===== config.mk =====
export PLATFORM = sky130hd
export DESIGN_NAME = can_bit_timing_search
export DESIGN_NICKNAME = d
export VERILOG_FILES = /design/src/rtl/cbts_pkg.sv /design/src/rtl/cbts_div.sv /design/src/rtl/can_bit_timing_search.sv
export SDC_FILE = /design/constraint.sdc
export NUM_CORES = 1
export LEC_CHECK = 0
export ABC_AREA = 1
export BUFFER_PORTS_ARGS = -buffer_cell sky130_fd_sc_hd__buf_2
export CAP_MARGIN = 0
export CORE_MARGIN = 3
export CORE_UTILIZATION = 50
export DETAILED_ROUTE_END_ITERATION = 10
export PLACE_DENSITY = 0.68
export REMOVE_ABC_BUFFERS = 1
export SETUP_SLACK_MARGIN = 0.5
export SYNTH_ARGS = -nofsm -noshare
export SYNTH_HDL_FRONTEND = slang
export SYNTH_SLANG_ARGS = --single-unit

===== constraint.sdc =====
create_clock -name i_clk -period 6.1 [get_ports i_clk]
set_input_delay 0.305 -clock i_clk [delete_from_list [all_inputs] [get_ports i_clk]]
set_output_delay 0.305 -clock i_clk [all_outputs]
set_load 0.01 [all_outputs]

===== src/rtl/cbts_pkg.sv =====
// cbts_pkg: shared types and constants for the CAN bit timing search block.
// Used by cbts_div and can_bit_timing_search; no dependencies.

package cbts_pkg;

    // search bounds
    localparam int DIV_MAX    = 15;
    localparam int QUANTA_MAX = 32;
    localparam int SEG_MAX    = 17;
    localparam int SEG_BASE   = 3;
    localparam int SJW_CAP    = 3;

    // port widths
    localparam int CLK_W  = 27;
    localparam int BAUD_W = 20;
    localparam int DIV_W  = 4;
    localparam int WORD_W = 15;

    localparam logic [CLK_W-1:0] CLK_RESET = 27'd48000000;

    // loop counter widths, derived from the bounds
    localparam int D_W    = $clog2(DIV_MAX + 1) > 0 ? $clog2(DIV_MAX + 1) : 1;
    localparam int DP1_W  = $clog2(DIV_MAX + 2);
    localparam int Q_W    = $clog2(QUANTA_MAX + 1);
    localparam int S_W    = $clog2(SEG_MAX + 1);
    localparam int BASE_W = $clog2(QUANTA_MAX * (DIV_MAX + 1) + 1);
    localparam int PROD_W = $clog2(SEG_MAX * QUANTA_MAX * (DIV_MAX + 1) + 1);

    // scratch width for the timing word fields
    localparam int FLD_W = 8;

    typedef enum logic [1:0] {
        ST_IDLE,
        ST_DIVIDE,
        ST_SEARCH,
        ST_WRITE
    } t_state;

endpackage


===== src/rtl/cbts_div.sv =====
// cbts_div: restoring divider, one quotient bit per cycle.
// Depends on cbts_pkg for the dividend and divisor widths.

module cbts_div (
    input  logic                        i_clk,
    input  logic                        i_rst_n,
    input  logic                        i_start,
    input  logic [cbts_pkg::CLK_W-1:0]  i_dividend,
    input  logic [cbts_pkg::BAUD_W-1:0] i_divisor,
    output logic                        o_done,
    output logic [cbts_pkg::CLK_W-1:0]  o_quotient
);

    localparam int CNT_W = $clog2(cbts_pkg::CLK_W + 1);

    logic                        r_busy;
    logic                        r_done;
    logic [CNT_W-1:0]            r_cnt;
    logic [cbts_pkg::BAUD_W-1:0] r_rem;
    logic [cbts_pkg::CLK_W-1:0]  r_quo;

    logic [cbts_pkg::BAUD_W:0]   shifted;
    logic [cbts_pkg::BAUD_W:0]   diff;
    logic                        fits;

    assign shifted = {r_rem, r_quo[cbts_pkg::CLK_W-1]};
    assign diff    = shifted - {1'b0, i_divisor};
    assign fits    = shifted >= {1'b0, i_divisor};

    always_ff @(posedge i_clk) begin
        if (!i_rst_n) begin
            r_busy <= 1'b0;
            r_done <= 1'b0;
            r_cnt  <= '0;
        end else begin
            r_done <= 1'b0;
            if (i_start) begin
                r_busy <= 1'b1;
                r_cnt  <= CNT_W'(cbts_pkg::CLK_W);
            end else if (r_busy) begin
                r_cnt <= r_cnt - CNT_W'(1);
                if (r_cnt == CNT_W'(1)) begin
                    r_busy <= 1'b0;
                    r_done <= 1'b1;
                end
            end
        end
    end

    // datapath: divisor must hold steady while busy
    always_ff @(posedge i_clk) begin
        if (i_start) begin
            r_rem <= '0;
            r_quo <= i_dividend;
        end else if (r_busy) begin
            r_rem <= fits ? diff[cbts_pkg::BAUD_W-1:0] : shifted[cbts_pkg::BAUD_W-1:0];
            r_quo <= {r_quo[cbts_pkg::CLK_W-2:0], fits};
        end
    end

    assign o_done     = r_done;
    assign o_quotient = r_quo;

    // remainder always stays below the divisor
    a_rem_lt_div: assert property (@(posedge i_clk) disable iff (!i_rst_n)
        r_busy |-> (r_rem < i_divisor))
        else $error("divider remainder not below divisor");

    a_done_after_busy: assert property (@(posedge i_clk) disable iff (!i_rst_n)
        r_done |-> $past(r_busy))
        else $error("divider done without a run");

    a_no_start_busy: assert property (@(posedge i_clk) disable iff (!i_rst_n)
        r_busy |-> !i_start)
        else $error("divider restarted while busy");

endmodule


===== src/rtl/can_bit_timing_search.sv =====
// can_bit_timing_search: exact CAN bit-timing search, top level.
// Depends on cbts_pkg and cbts_div.
//
// Usage:
//   Configuration: i_cfg_we writes i_cfg_data into the peripheral clock
//   register (hertz) at that clock edge. Write it only while the block is idle.
//   Input channel: i_valid / o_ready carry one beat holding i_baud, the bit
//   rate wanted. o_ready is high only while the block is idle; it drops for
//   the whole search of one beat.
//   Output channel: o_valid / i_ready carry one result beat per input beat:
//   o_found, o_clock_divider, o_timing_word. Nothing found gives all zeros.
// Sequencing:
//   A zero baud skips the work: the sequencer goes straight to the result write.
//   Otherwise the clocks per bit comes from a restoring divider (one bit
//   per cycle), then one candidate is tested per cycle with a few small
//   adders that step the running product seg * quanta * (div + 1). The
//   search visits up to 16 * 32 * 15 = 7680 candidates. One beat at a time:
//   the next beat is taken from the cycle after the result is registered.
// Reset: the clock register goes to 48 MHz, the sequencer idles, o_valid low.
// Stall: a pending result waits in the output register; the block takes the
//   next beat meanwhile and, if that one finishes first, holds its result
//   until the output register frees up.

module can_bit_timing_search (
    input  logic                        i_clk,
    input  logic                        i_rst_n,
    input  logic                        i_cfg_we,
    input  logic [cbts_pkg::CLK_W-1:0]  i_cfg_data,
    input  logic                        i_valid,
    output logic                        o_ready,
    input  logic [cbts_pkg::BAUD_W-1:0] i_baud,
    output logic                        o_valid,
    input  logic                        i_ready,
    output logic                        o_found,
    output logic [cbts_pkg::DIV_W-1:0]  o_clock_divider,
    output logic [cbts_pkg::WORD_W-1:0] o_timing_word
);

    localparam int D_W    = cbts_pkg::D_W;
    localparam int DP1_W  = cbts_pkg::DP1_W;
    localparam int Q_W    = cbts_pkg::Q_W;
    localparam int S_W    = cbts_pkg::S_W;
    localparam int BASE_W = cbts_pkg::BASE_W;
    localparam int PROD_W = cbts_pkg::PROD_W;
    localparam int CLK_W  = cbts_pkg::CLK_W;
    localparam int FLD_W  = cbts_pkg::FLD_W;

    cbts_pkg::t_state r_state, n_state;

    // config
    logic [CLK_W-1:0] r_clk_hz;

    // request and divider
    logic [cbts_pkg::BAUD_W-1:0] r_baud;
    logic [CLK_W-1:0]            div_quo;
    logic                        div_done;
    logic [CLK_W-1:0]            r_cpb;       // clocks per bit

    // search counters; invariant: r_base = q*(d+1), r_prod = s*r_base
    logic [D_W-1:0]    r_d;
    logic [Q_W-1:0]    r_q;
    logic [S_W-1:0]    r_s;
    logic [BASE_W-1:0] r_base;
    logic [PROD_W-1:0] r_prod;

    // pending result
    logic                        r_res_found;
    logic [cbts_pkg::DIV_W-1:0]  r_res_div;
    logic [cbts_pkg::WORD_W-1:0] r_res_word;

    // output register
    logic                        r_o_valid;
    logic                        r_o_found;
    logic [cbts_pkg::DIV_W-1:0]  r_o_div;
    logic [cbts_pkg::WORD_W-1:0] r_o_word;

    // decoded controls
    logic accept;
    logic div_start;
    logic out_free;

    // search step decode
    logic              hit;
    logic              s_last, q_last, d_last;
    logic [DP1_W-1:0]  dp1;
    logic [BASE_W-1:0] base_q_step;
    logic [BASE_W-1:0] base_d_step;
    logic [PROD_W-1:0] prod_q_step;
    logic [PROD_W-1:0] prod_d_step;

    // timing word fields
    logic [FLD_W-1:0] rest, seg1, seg2, sjw, qm1;
    logic [cbts_pkg::WORD_W-1:0] word;

    cbts_div u_div (
        .i_clk      (i_clk),
        .i_rst_n    (i_rst_n),
        .i_start    (div_start),
        .i_dividend (r_clk_hz),
        .i_divisor  (r_baud),
        .o_done     (div_done),
        .o_quotient (div_quo)
    );

    assign out_free = !r_o_valid || i_ready;

    // candidate compare and step values
    assign hit    = {{(CLK_W-PROD_W){1'b0}}, r_prod} == r_cpb;
    assign s_last = r_s == S_W'(cbts_pkg::SEG_MAX);
    assign q_last = r_q == Q_W'(cbts_pkg::QUANTA_MAX);
    assign d_last = r_d == D_W'(cbts_pkg::DIV_MAX);

    assign dp1         = DP1_W'(r_d) + DP1_W'(1);
    assign base_q_step = r_base + BASE_W'(dp1);
    assign base_d_step = BASE_W'(dp1) + BASE_W'(1);
    assign prod_q_step = PROD_W'(base_q_step) + (PROD_W'(base_q_step) << 1);
    assign prod_d_step = PROD_W'(base_d_step) + (PROD_W'(base_d_step) << 1);

    // seg1 = floor(rest/2), seg2 = rest - seg1, jump width capped
    assign rest = FLD_W'(r_s) - FLD_W'(cbts_pkg::SEG_BASE);
    assign seg1 = rest >> 1;
    assign seg2 = rest - seg1;
    assign sjw  = (seg1 > FLD_W'(cbts_pkg::SJW_CAP)) ? FLD_W'(cbts_pkg::SJW_CAP) : seg1;
    assign qm1  = FLD_W'(r_q) - FLD_W'(1);
    assign word = {seg2[2:0], seg1[3:0], sjw[1:0], qm1[5:0]};

    // next state
    always_comb begin
        n_state = r_state;
        case (r_state)
            cbts_pkg::ST_IDLE: begin
                if (i_valid) begin
                    n_state = (i_baud == '0) ? cbts_pkg::ST_WRITE : cbts_pkg::ST_DIVIDE;
                end
            end
            cbts_pkg::ST_DIVIDE: begin
                if (div_done) begin
                    n_state = cbts_pkg::ST_SEARCH;
                end
            end
            cbts_pkg::ST_SEARCH: begin
                if (hit || (s_last && q_last && d_last)) begin
                    n_state = cbts_pkg::ST_WRITE;
                end
            end
            cbts_pkg::ST_WRITE: begin
                if (out_free) begin
                    n_state = cbts_pkg::ST_IDLE;
                end
            end
            default: n_state = cbts_pkg::ST_IDLE;
        endcase
    end

    // state outputs
    always_comb begin
        o_ready   = 1'b0;
        div_start = 1'b0;
        case (r_state)
            cbts_pkg::ST_IDLE:   o_ready = 1'b1;
            cbts_pkg::ST_DIVIDE: div_start = 1'b0;
            cbts_pkg::ST_SEARCH: o_ready = 1'b0;
            cbts_pkg::ST_WRITE:  o_ready = 1'b0;
            default:             o_ready = 1'b0;
        endcase
        // kick the divider on the accept edge of a nonzero rate; its first
        // shift comes at the next edge, by which time r_baud holds the rate
        if (r_state == cbts_pkg::ST_IDLE && r_state != n_state
            && n_state == cbts_pkg::ST_DIVIDE) begin
            div_start = 1'b1;
        end
    end

    assign accept = i_valid && o_ready;

    always_ff @(posedge i_clk) begin
        if (!i_rst_n) begin
            r_state   <= cbts_pkg::ST_IDLE;
            r_clk_hz  <= cbts_pkg::CLK_RESET;
            r_o_valid <= 1'b0;
        end else begin
            r_state <= n_state;
            if (i_cfg_we) begin
                r_clk_hz <= i_cfg_data;
            end
            if (r_state == cbts_pkg::ST_WRITE && out_free) begin
                r_o_valid <= 1'b1;
            end else if (i_ready) begin
                r_o_valid <= 1'b0;
            end
        end
    end

    // datapath
    always_ff @(posedge i_clk) begin
        if (accept) begin
            r_baud      <= i_baud;
            r_res_found <= 1'b0;
            r_res_div   <= '0;
            r_res_word  <= '0;
        end
        if (div_done) begin
            r_cpb  <= div_quo;
            r_d    <= '0;
            r_q    <= Q_W'(1);
            r_s    <= S_W'(cbts_pkg::SEG_BASE);
            r_base <= BASE_W'(1);
            r_prod <= PROD_W'(cbts_pkg::SEG_BASE);
        end else if (r_state == cbts_pkg::ST_SEARCH) begin
            if (hit) begin
                r_res_found <= 1'b1;
                r_res_div   <= cbts_pkg::DIV_W'(r_d);
                r_res_word  <= word;
            end else if (!s_last) begin
                r_s    <= r_s + S_W'(1);
                r_prod <= r_prod + PROD_W'(r_base);
            end else if (!q_last) begin
                r_q    <= r_q + Q_W'(1);
                r_s    <= S_W'(cbts_pkg::SEG_BASE);
                r_base <= base_q_step;
                r_prod <= prod_q_step;
            end else if (!d_last) begin
                r_d    <= r_d + D_W'(1);
                r_q    <= Q_W'(1);
                r_s    <= S_W'(cbts_pkg::SEG_BASE);
                r_base <= base_d_step;
                r_prod <= prod_d_step;
            end
        end
        if (r_state == cbts_pkg::ST_WRITE && out_free) begin
            r_o_found <= r_res_found;
            r_o_div   <= r_res_div;
            r_o_word  <= r_res_word;
        end
    end

    assign o_valid         = r_o_valid;
    assign o_found         = r_o_found;
    assign o_clock_divider = r_o_div;
    assign o_timing_word   = r_o_word;

    // running product really is seg * quanta * (div + 1)
    a_prod_inv: assert property (@(posedge i_clk) disable iff (!i_rst_n)
        r_state == cbts_pkg::ST_SEARCH |->
            (r_prod == PROD_W'(PROD_W'(r_s) * PROD_W'(r_base))))
        else $error("running product out of step");

    a_base_inv: assert property (@(posedge i_clk) disable iff (!i_rst_n)
        r_state == cbts_pkg::ST_SEARCH |->
            (r_base == BASE_W'(BASE_W'(r_q) * BASE_W'(dp1))))
        else $error("quanta base out of step");

    a_seg_range: assert property (@(posedge i_clk) disable iff (!i_rst_n)
        r_state == cbts_pkg::ST_SEARCH |->
            (r_s >= S_W'(cbts_pkg::SEG_BASE) && r_s <= S_W'(cbts_pkg::SEG_MAX)))
        else $error("segment counter out of range");

    a_div_done_state: assert property (@(posedge i_clk) disable iff (!i_rst_n)
        div_done |-> r_state == cbts_pkg::ST_DIVIDE)
        else $error("divider finished outside the divide phase");

    a_miss_zero: assert property (@(posedge i_clk) disable iff (!i_rst_n)
        (r_o_valid && !r_o_found) |-> (r_o_div == '0 && r_o_word == '0))
        else $error("miss result carries nonzero timing");

endmodule

Yosys cells after proc, flatten, opt, wreduce, memory -nomap -nowiden
Cells that the tools add are included.
- register bits: 210
- bits of input ports: 52
- word-level logic and storage cells: 114
- output and inout port bits: 22
- equal/unequal tests: 12
- bitwise operators: 4
- reductions and logical operators: 18
- add/subtract/negate cells: 14
- order comparisons: 2
- multiplexer cells: 42
- operators with widths (kind ; count):
    15-bit 2-to-1 mux ; 4
    27-bit 2-to-1 mux ; 2
    14-bit 2-to-1 mux ; 3
    14-bit by 27-bit == test with 1-bit output ; 1
    5-bit 2-to-1 mux ; 5
    21-bit by 20-bit >= comparator with 1-bit output ; 1
    20-bit logical NOT ; 1
    10-bit 2-to-1 mux ; 2
    20-bit 2-to-1 mux ; 1
    20-bit subtractor ; 1
    4-bit 2-to-1 mux ; 4
    14-bit by 10-bit adder with 14-bit output ; 1
    10-bit by 11-bit adder with 12-bit output ; 1
    1-bit 2-to-1 mux ; 12
    2-bit 2-to-1 mux ; 6
    6-bit 2-to-1 mux ; 2
    10-bit by 5-bit adder with 10-bit output ; 1
    6-bit by 7-bit adder with 8-bit output ; 1
    2-bit one-hot mux with 4 select lines ; 1
    7-bit by 2-bit > comparator with 1-bit output, second input constant ; 1
    5-bit by 1-bit adder with 6-bit output, second input constant ; 1
    6-bit by 1-bit adder with 6-bit output, second input constant ; 1
    6-bit == test, second input constant ; 1
    1-bit logical AND ; 6
    25 further kinds ; 32

Logic depth before layout (Yosys ltp)
- depth in word-level cells: 11
- mapped depth: 24
- gate-level depth less buffers: 24

Hierarchy
Synthesis repeated with hierarchy kept, for this count alone.
- cell total of the unflattened synthesis: 1449
- area total of the unflattened synthesis: 11576.1 µm²
- by module, submodules not included (module ; area each (µm²) ; instances ; cells each):
    can_bit_timing_search ; 7677.4 ; 1 ; 876
    cbts_div ; 3898.7 ; 1 ; 573

Worst setup path after synthesis
No wires, ideal clock.
- path type: register to register
- from: reg r_d[0]
- to: reg r_prod[10]
- slack: 2979 ps
- buffers on the path: 0
- data required time: 5991 ps
- cell stages (with the launch flop): 24
- data arrival time: 3012 ps
- setup time: 109 ps
- period minus slack after synthesis: 3121 ps
- path through: dfxtp_1 -> ha_1 -> nand2_1 -> inv_1 -> nor2_1 -> ha_1 -> inv_1 -> nand2_1 -> nand3_1 -> nand2_1 -> nand4_1 -> nor2_1 -> or2_2 -> nand2_1 -> inv_1 -> ha_1 -> nand2_1 -> o21ai_0 -> a21oi_1 -> nand3_1 -> nand3_1 -> nand3_1 -> nand2_1 -> inv_1
- word-level cells in the longest chain between the ends: 5
- ends and longest elaborated chain (what ; line ; text):
    start: declaration ; can_bit_timing_search.sv:60 ; logic [D_W-1:0] r_d;
    start signal: assignment ; can_bit_timing_search.sv:223 ; r_d <= r_d + D_W'(1);
    4-bit by 1-bit adder with 5-bit output ; can_bit_timing_search.sv:113 ; assign dp1 = DP1_W'(r_d) + DP1_W'(1);
    net dp1[2] ; can_bit_timing_search.sv:85 ; logic [DP1_W-1:0] dp1;
    10-bit by 5-bit adder with 10-bit output ; can_bit_timing_search.sv:114 ; assign base_q_step = r_base + BASE_W'(dp1);
    10-bit by 11-bit adder with 12-bit output ; can_bit_timing_search.sv:116 ; assign prod_q_step = PROD_W'(base_q_step) + (PROD_W'(base_q_step) << 1);
    14-bit 2-to-1 mux ; can_bit_timing_search.sv:217 ; end else if (!q_last) begin
    14-bit 2-to-1 mux ; can_bit_timing_search.sv:214 ; end else if (!s_last) begin
    end signal: assignment ; can_bit_timing_search.sv:216 ; r_prod <= r_prod + PROD_W'(r_base);
    end signal: assignment ; can_bit_timing_search.sv:221 ; r_prod <= prod_q_step;
    end signal: assignment ; can_bit_timing_search.sv:227 ; r_prod <= prod_d_step;
    end: declaration ; can_bit_timing_search.sv:64 ; logic [PROD_W-1:0] r_prod;
The timed path passes the listed nets, and every way through them passes these cells.
A chain may end at the register's enable or synchronous reset.

Worst setup path in the final report
- from: reg r_state[1]
- to: reg u_div.r_cnt[1]
- word-level cells in the longest chain between the ends: 7
- ends and longest elaborated chain (what ; line ; text):
    start: declaration ; can_bit_timing_search.sv:48 ; cbts_pkg::t_state r_state, n_state;
    start signal: assignment ; can_bit_timing_search.sv:178 ; r_state <= cbts_pkg::ST_IDLE;
    start signal: assignment ; can_bit_timing_search.sv:182 ; r_state <= n_state;
    2-bit == test (tied with other cells) ; can_bit_timing_search.sv:130 ; case (r_state)
    2-bit one-hot mux with 4 select lines ; can_bit_timing_search.sv:130 ;
    2-bit inequality test ; can_bit_timing_search.sv:168 ; if (r_state == cbts_pkg::ST_IDLE && r_state != n_state
    1-bit logical AND ; can_bit_timing_search.sv:168 ;
    1-bit logical AND * ; can_bit_timing_search.sv:169 ; && n_state == cbts_pkg::ST_DIVIDE) begin
    1-bit 2-to-1 mux * ; can_bit_timing_search.sv:168 ;
    5-bit 2-to-1 mux / 2-bit nonzero test (equally long branches) ; - ;
    end signal: assignment ; cbts_div.sv:39 ; r_cnt <= CNT_W'(cbts_pkg::CLK_W);
    end signal: assignment ; cbts_div.sv:41 ; r_cnt <= r_cnt - CNT_W'(1);
    end: declaration ; cbts_div.sv:18 ; logic [CNT_W-1:0] r_cnt;
Mark *: on every way between the ends. The rest lies on a longest branch, timed or not.

==> flow_summary_export.csv <==
group,metric,value,unit
outcome,outcome,"finished, final reports clean",
worst_setup_path,cp-end-kind,"flop",
die,core,21200,µm²
finish,fin_cells,1706,
die,die_x,154,µm
sta,slew-limit-headroom,31.0,%
global_routing,grt_usage,19.5,%
finish,diodes,0,
route,first_pass_iters,5,
clocking,postCtsSetupBuffers,0,
logic_synthesis,synthCells,1325,
sta,fin_worst_skew,14.1,ps
sta,rsz0062_at_grt,"no",
power,vdd_drop_max,0.222,mV
worst_setup_path,crit_family,"buffers and inverters",
worst_setup_path,arrival,4200,ps
clocking,post_cts_resized,0,
worst_setup_path,max_stage_delay,870,ps
sta,finalSetupTns,0,ps
global_routing,grt_pass1_wl,39.4,mm
power,power.density,294,nW/µm²
logic_synthesis,syn_area,10900,µm²
clocking,cts-root-buf,"clkbuf_16",
sta,slew_violations,0,
place,place_congestion,0.850,
worst_setup_path,worstPathCellList,"nor2_2, nand2_1, inv_1, nand2_2, nand2_1, buf_4, inv_1, a221oi_1",
place,dp_cells,1638,
power,p_leak,0.00571,µW
logic_synthesis,synth.ff_latch_count,210,
clocking,cts.sinks,210,
route,initialDrtViolationCount,564,
place,io_buffer_count,73,
sta,max_freq,0.264,GHz
route,vias,8776,
sta,hold_viol_final,0,
logic_synthesis,synth.avg_cell_area,8.23,µm²
route,wl_per_cell,13.6,µm
sta,setup-violations-final,0,
finish,area_growth_syn_to_layout,14.4,%
logic_synthesis,yosysTopAreaCellShare,25.9,%
sta,worst_slack,2310,ps
logic_synthesis,yosys.area.top_type,"edfxtp_1",
worst_setup_path,cp.required,6510,ps
sta,fin_crit,3790,ps
clocking,clk_latency,520,ps
clocking,cts_tree,"yes",
sta,max_slew.worst_pin.slew,1030,ps
die,die_h,154,µm
clocking,htree_levels,1,
power,netSwitchingFraction,27.3,%
global_routing,grt_max_degree,46,
clocking,clock_path_buffers,3,
die,dieArea,23600,µm²
finish,layout.nets,1535,
clocking,cts_hold_buf,27,
die,row_count,53,
worst_setup_path,cp-start-kind,"flop",
sta,holdWs,15.0,ps
route,drt-total-wl,23.2,mm
route,vias_per_cell,5.14,
worst_setup_path,critPathBufInv,3,
power,p_sw,1000,µW
power,clockPowerShare,38.5,%
worst_setup_path,worstPathMaxFanout,33,
route,drc,0,
die,ioPinCount,74,
logic_synthesis,yosys_warnings,0,
place,dp_slack,2320,ps
global_routing,gr-usage-met1,26.2,%
logic_synthesis,synth_top_cells_by_area,"edfxtp_1, dfxtp_1, nand2_1",
worst_hold_path,holdCritPathClass,"in -> reg",
run,drv_cap,0,
finish,final_cell_mix,"nand2_1, inv_1, nor2_1, dfxtp_1, edfxtp_1",
power,power,3670,µW
global_routing,busiest_layer,"met2",
power,p_seq_share,44.8,%
global_routing,antenna_found_initial,0,
clocking,cts_made_buffers,23,
global_routing,grt-ovfl-total,0,
global_routing,met3_usage,2.65,%
place,place_hpwl,16.4,mm
power,combPwrFrac,16.7,%
global_routing,grt_pass1_vias,8488,
finish,drive_gt1_share,9.36,%
route,antenna_left,0,
worst_setup_path,worst-setup-path-type,"reg -> reg",
logic_synthesis,ys_types,45,
power,intPower,2670,µW
global_routing,grtUsageMet2,33.3,%
finish,layout_commonest_cell,"nand2_1",
logic_synthesis,seq_area_frac_synth,47.2,%
clocking,path_clk_slew,60,ps
sta,fin_crit_sh,62.1,%
worst_setup_path,cp_slowest_cell,"inv_1",
die,initial_core_util,51.4,%
## metal layers
layer  up-vias  part of all wire [%]
met5         -                     0
met4         0                   2.2
met3        42                   4.0
met2       176                    47
met1      3986                    47
li1       4572                     -
## cells by family (layout without fill, tap and decap cells)
kind of cell               Yosys count  count (layout)  synth area share, %
DFF                                210             210                 47.2
buffers and inverters              180             284                 6.71
adders and majority gates           68              68                 8.14
and+or+nand+nor                    593             593                 22.7
AOI/OAI and AO/OA                  221             221                 11.1
xor gates and xnor gates            52              52                 4.17
other                                1               3               0.0344
## metrics by stage
stage / utilization [%] / area (µm²)
2_1_floorplan: - / 10700
4_1_cts: 58.8 / 12500
3_5_place_dp: 53.9 / 11400
5_1_grt: 58.8 / 12500
6_report: 58.8 / 12500
3_3_place_gp: 53.9 / 11400
## cell type report
type,instances,area (µm²)
clock buffer,32,639
clock inverter,9,128
fill,1920,8740
inverter,140,526
multi-input combinational,937,5040
sequential,210,5150
tap,275,344
timing repair buffer,103,658
## cells in the mapped netlist (all sizes together)
library cell,count
nand2,340
inv,138
nor2,122
dfxtp,116
o21ai,101
edfxtp,94
nand3,86
a21oi,81
ha,63
xor2,33
clkbuf,21
buf,19
xnor2,19
o211ai,17
nor3,13
nand4,12
or2,9
nor4,7
fa,5
nand3b,4
o21a,4
a21boi,3
a21o,3
a31oi,3
o221ai,3
a211oi,2
clkinv,2
a221oi,1
conb,1
o21bai,1
o22ai,1
o31ai,1
## worst min-delay path: stages
cell	delay, ps
buf_2	80
nand2_1	40
nand3_1	60
## worst paths after layout
| kind | depth (start not counted) | slack (ps) | endpoint | start |
|---|---|---|---|---|
| worst max-delay path | 8 | 2310 | u_div.r_cnt[1] | r_state[1] |
| worst min-delay path | 3 | 20 | r_clk_hz[10] | i_cfg_data[10] |
| worst max register to register | 8 | 2310 | u_div.r_cnt[1] | r_state[1] |
| worst min register to register | 0 | 430 | o_timing_word[5] | r_res_word[5] |
## flip-flops by register name (all words and copies together) (netlist names), 2 cells and up
signal	count
r_d	4
u_div.r_cnt	5
r_s	5
o_timing_word	15
r_base	10
r_q	6
u_div.r_rem	20
r_prod	14
r_state	2
r_res_word	15
r_res_div	4
r_baud	20
r_cpb	27
r_clk_hz	27
u_div.o_quotient	27
o_clock_divider	4
## power by group through the flow
stage | logic, µW | registers (µW) | clock network [µW]
6_report | 613 | 1640 | 1410
4_1_cts | 610 | 1640 | 1430
3_5_place_dp | 590 | 1670 | 0
3_3_place_gp | 580 | 1670 | 0
2_1_floorplan | 455 | 1650 | 0
5_1_grt | 709 | 1660 | 1500
Note: power is estimated with default switching activity, not from simulation.
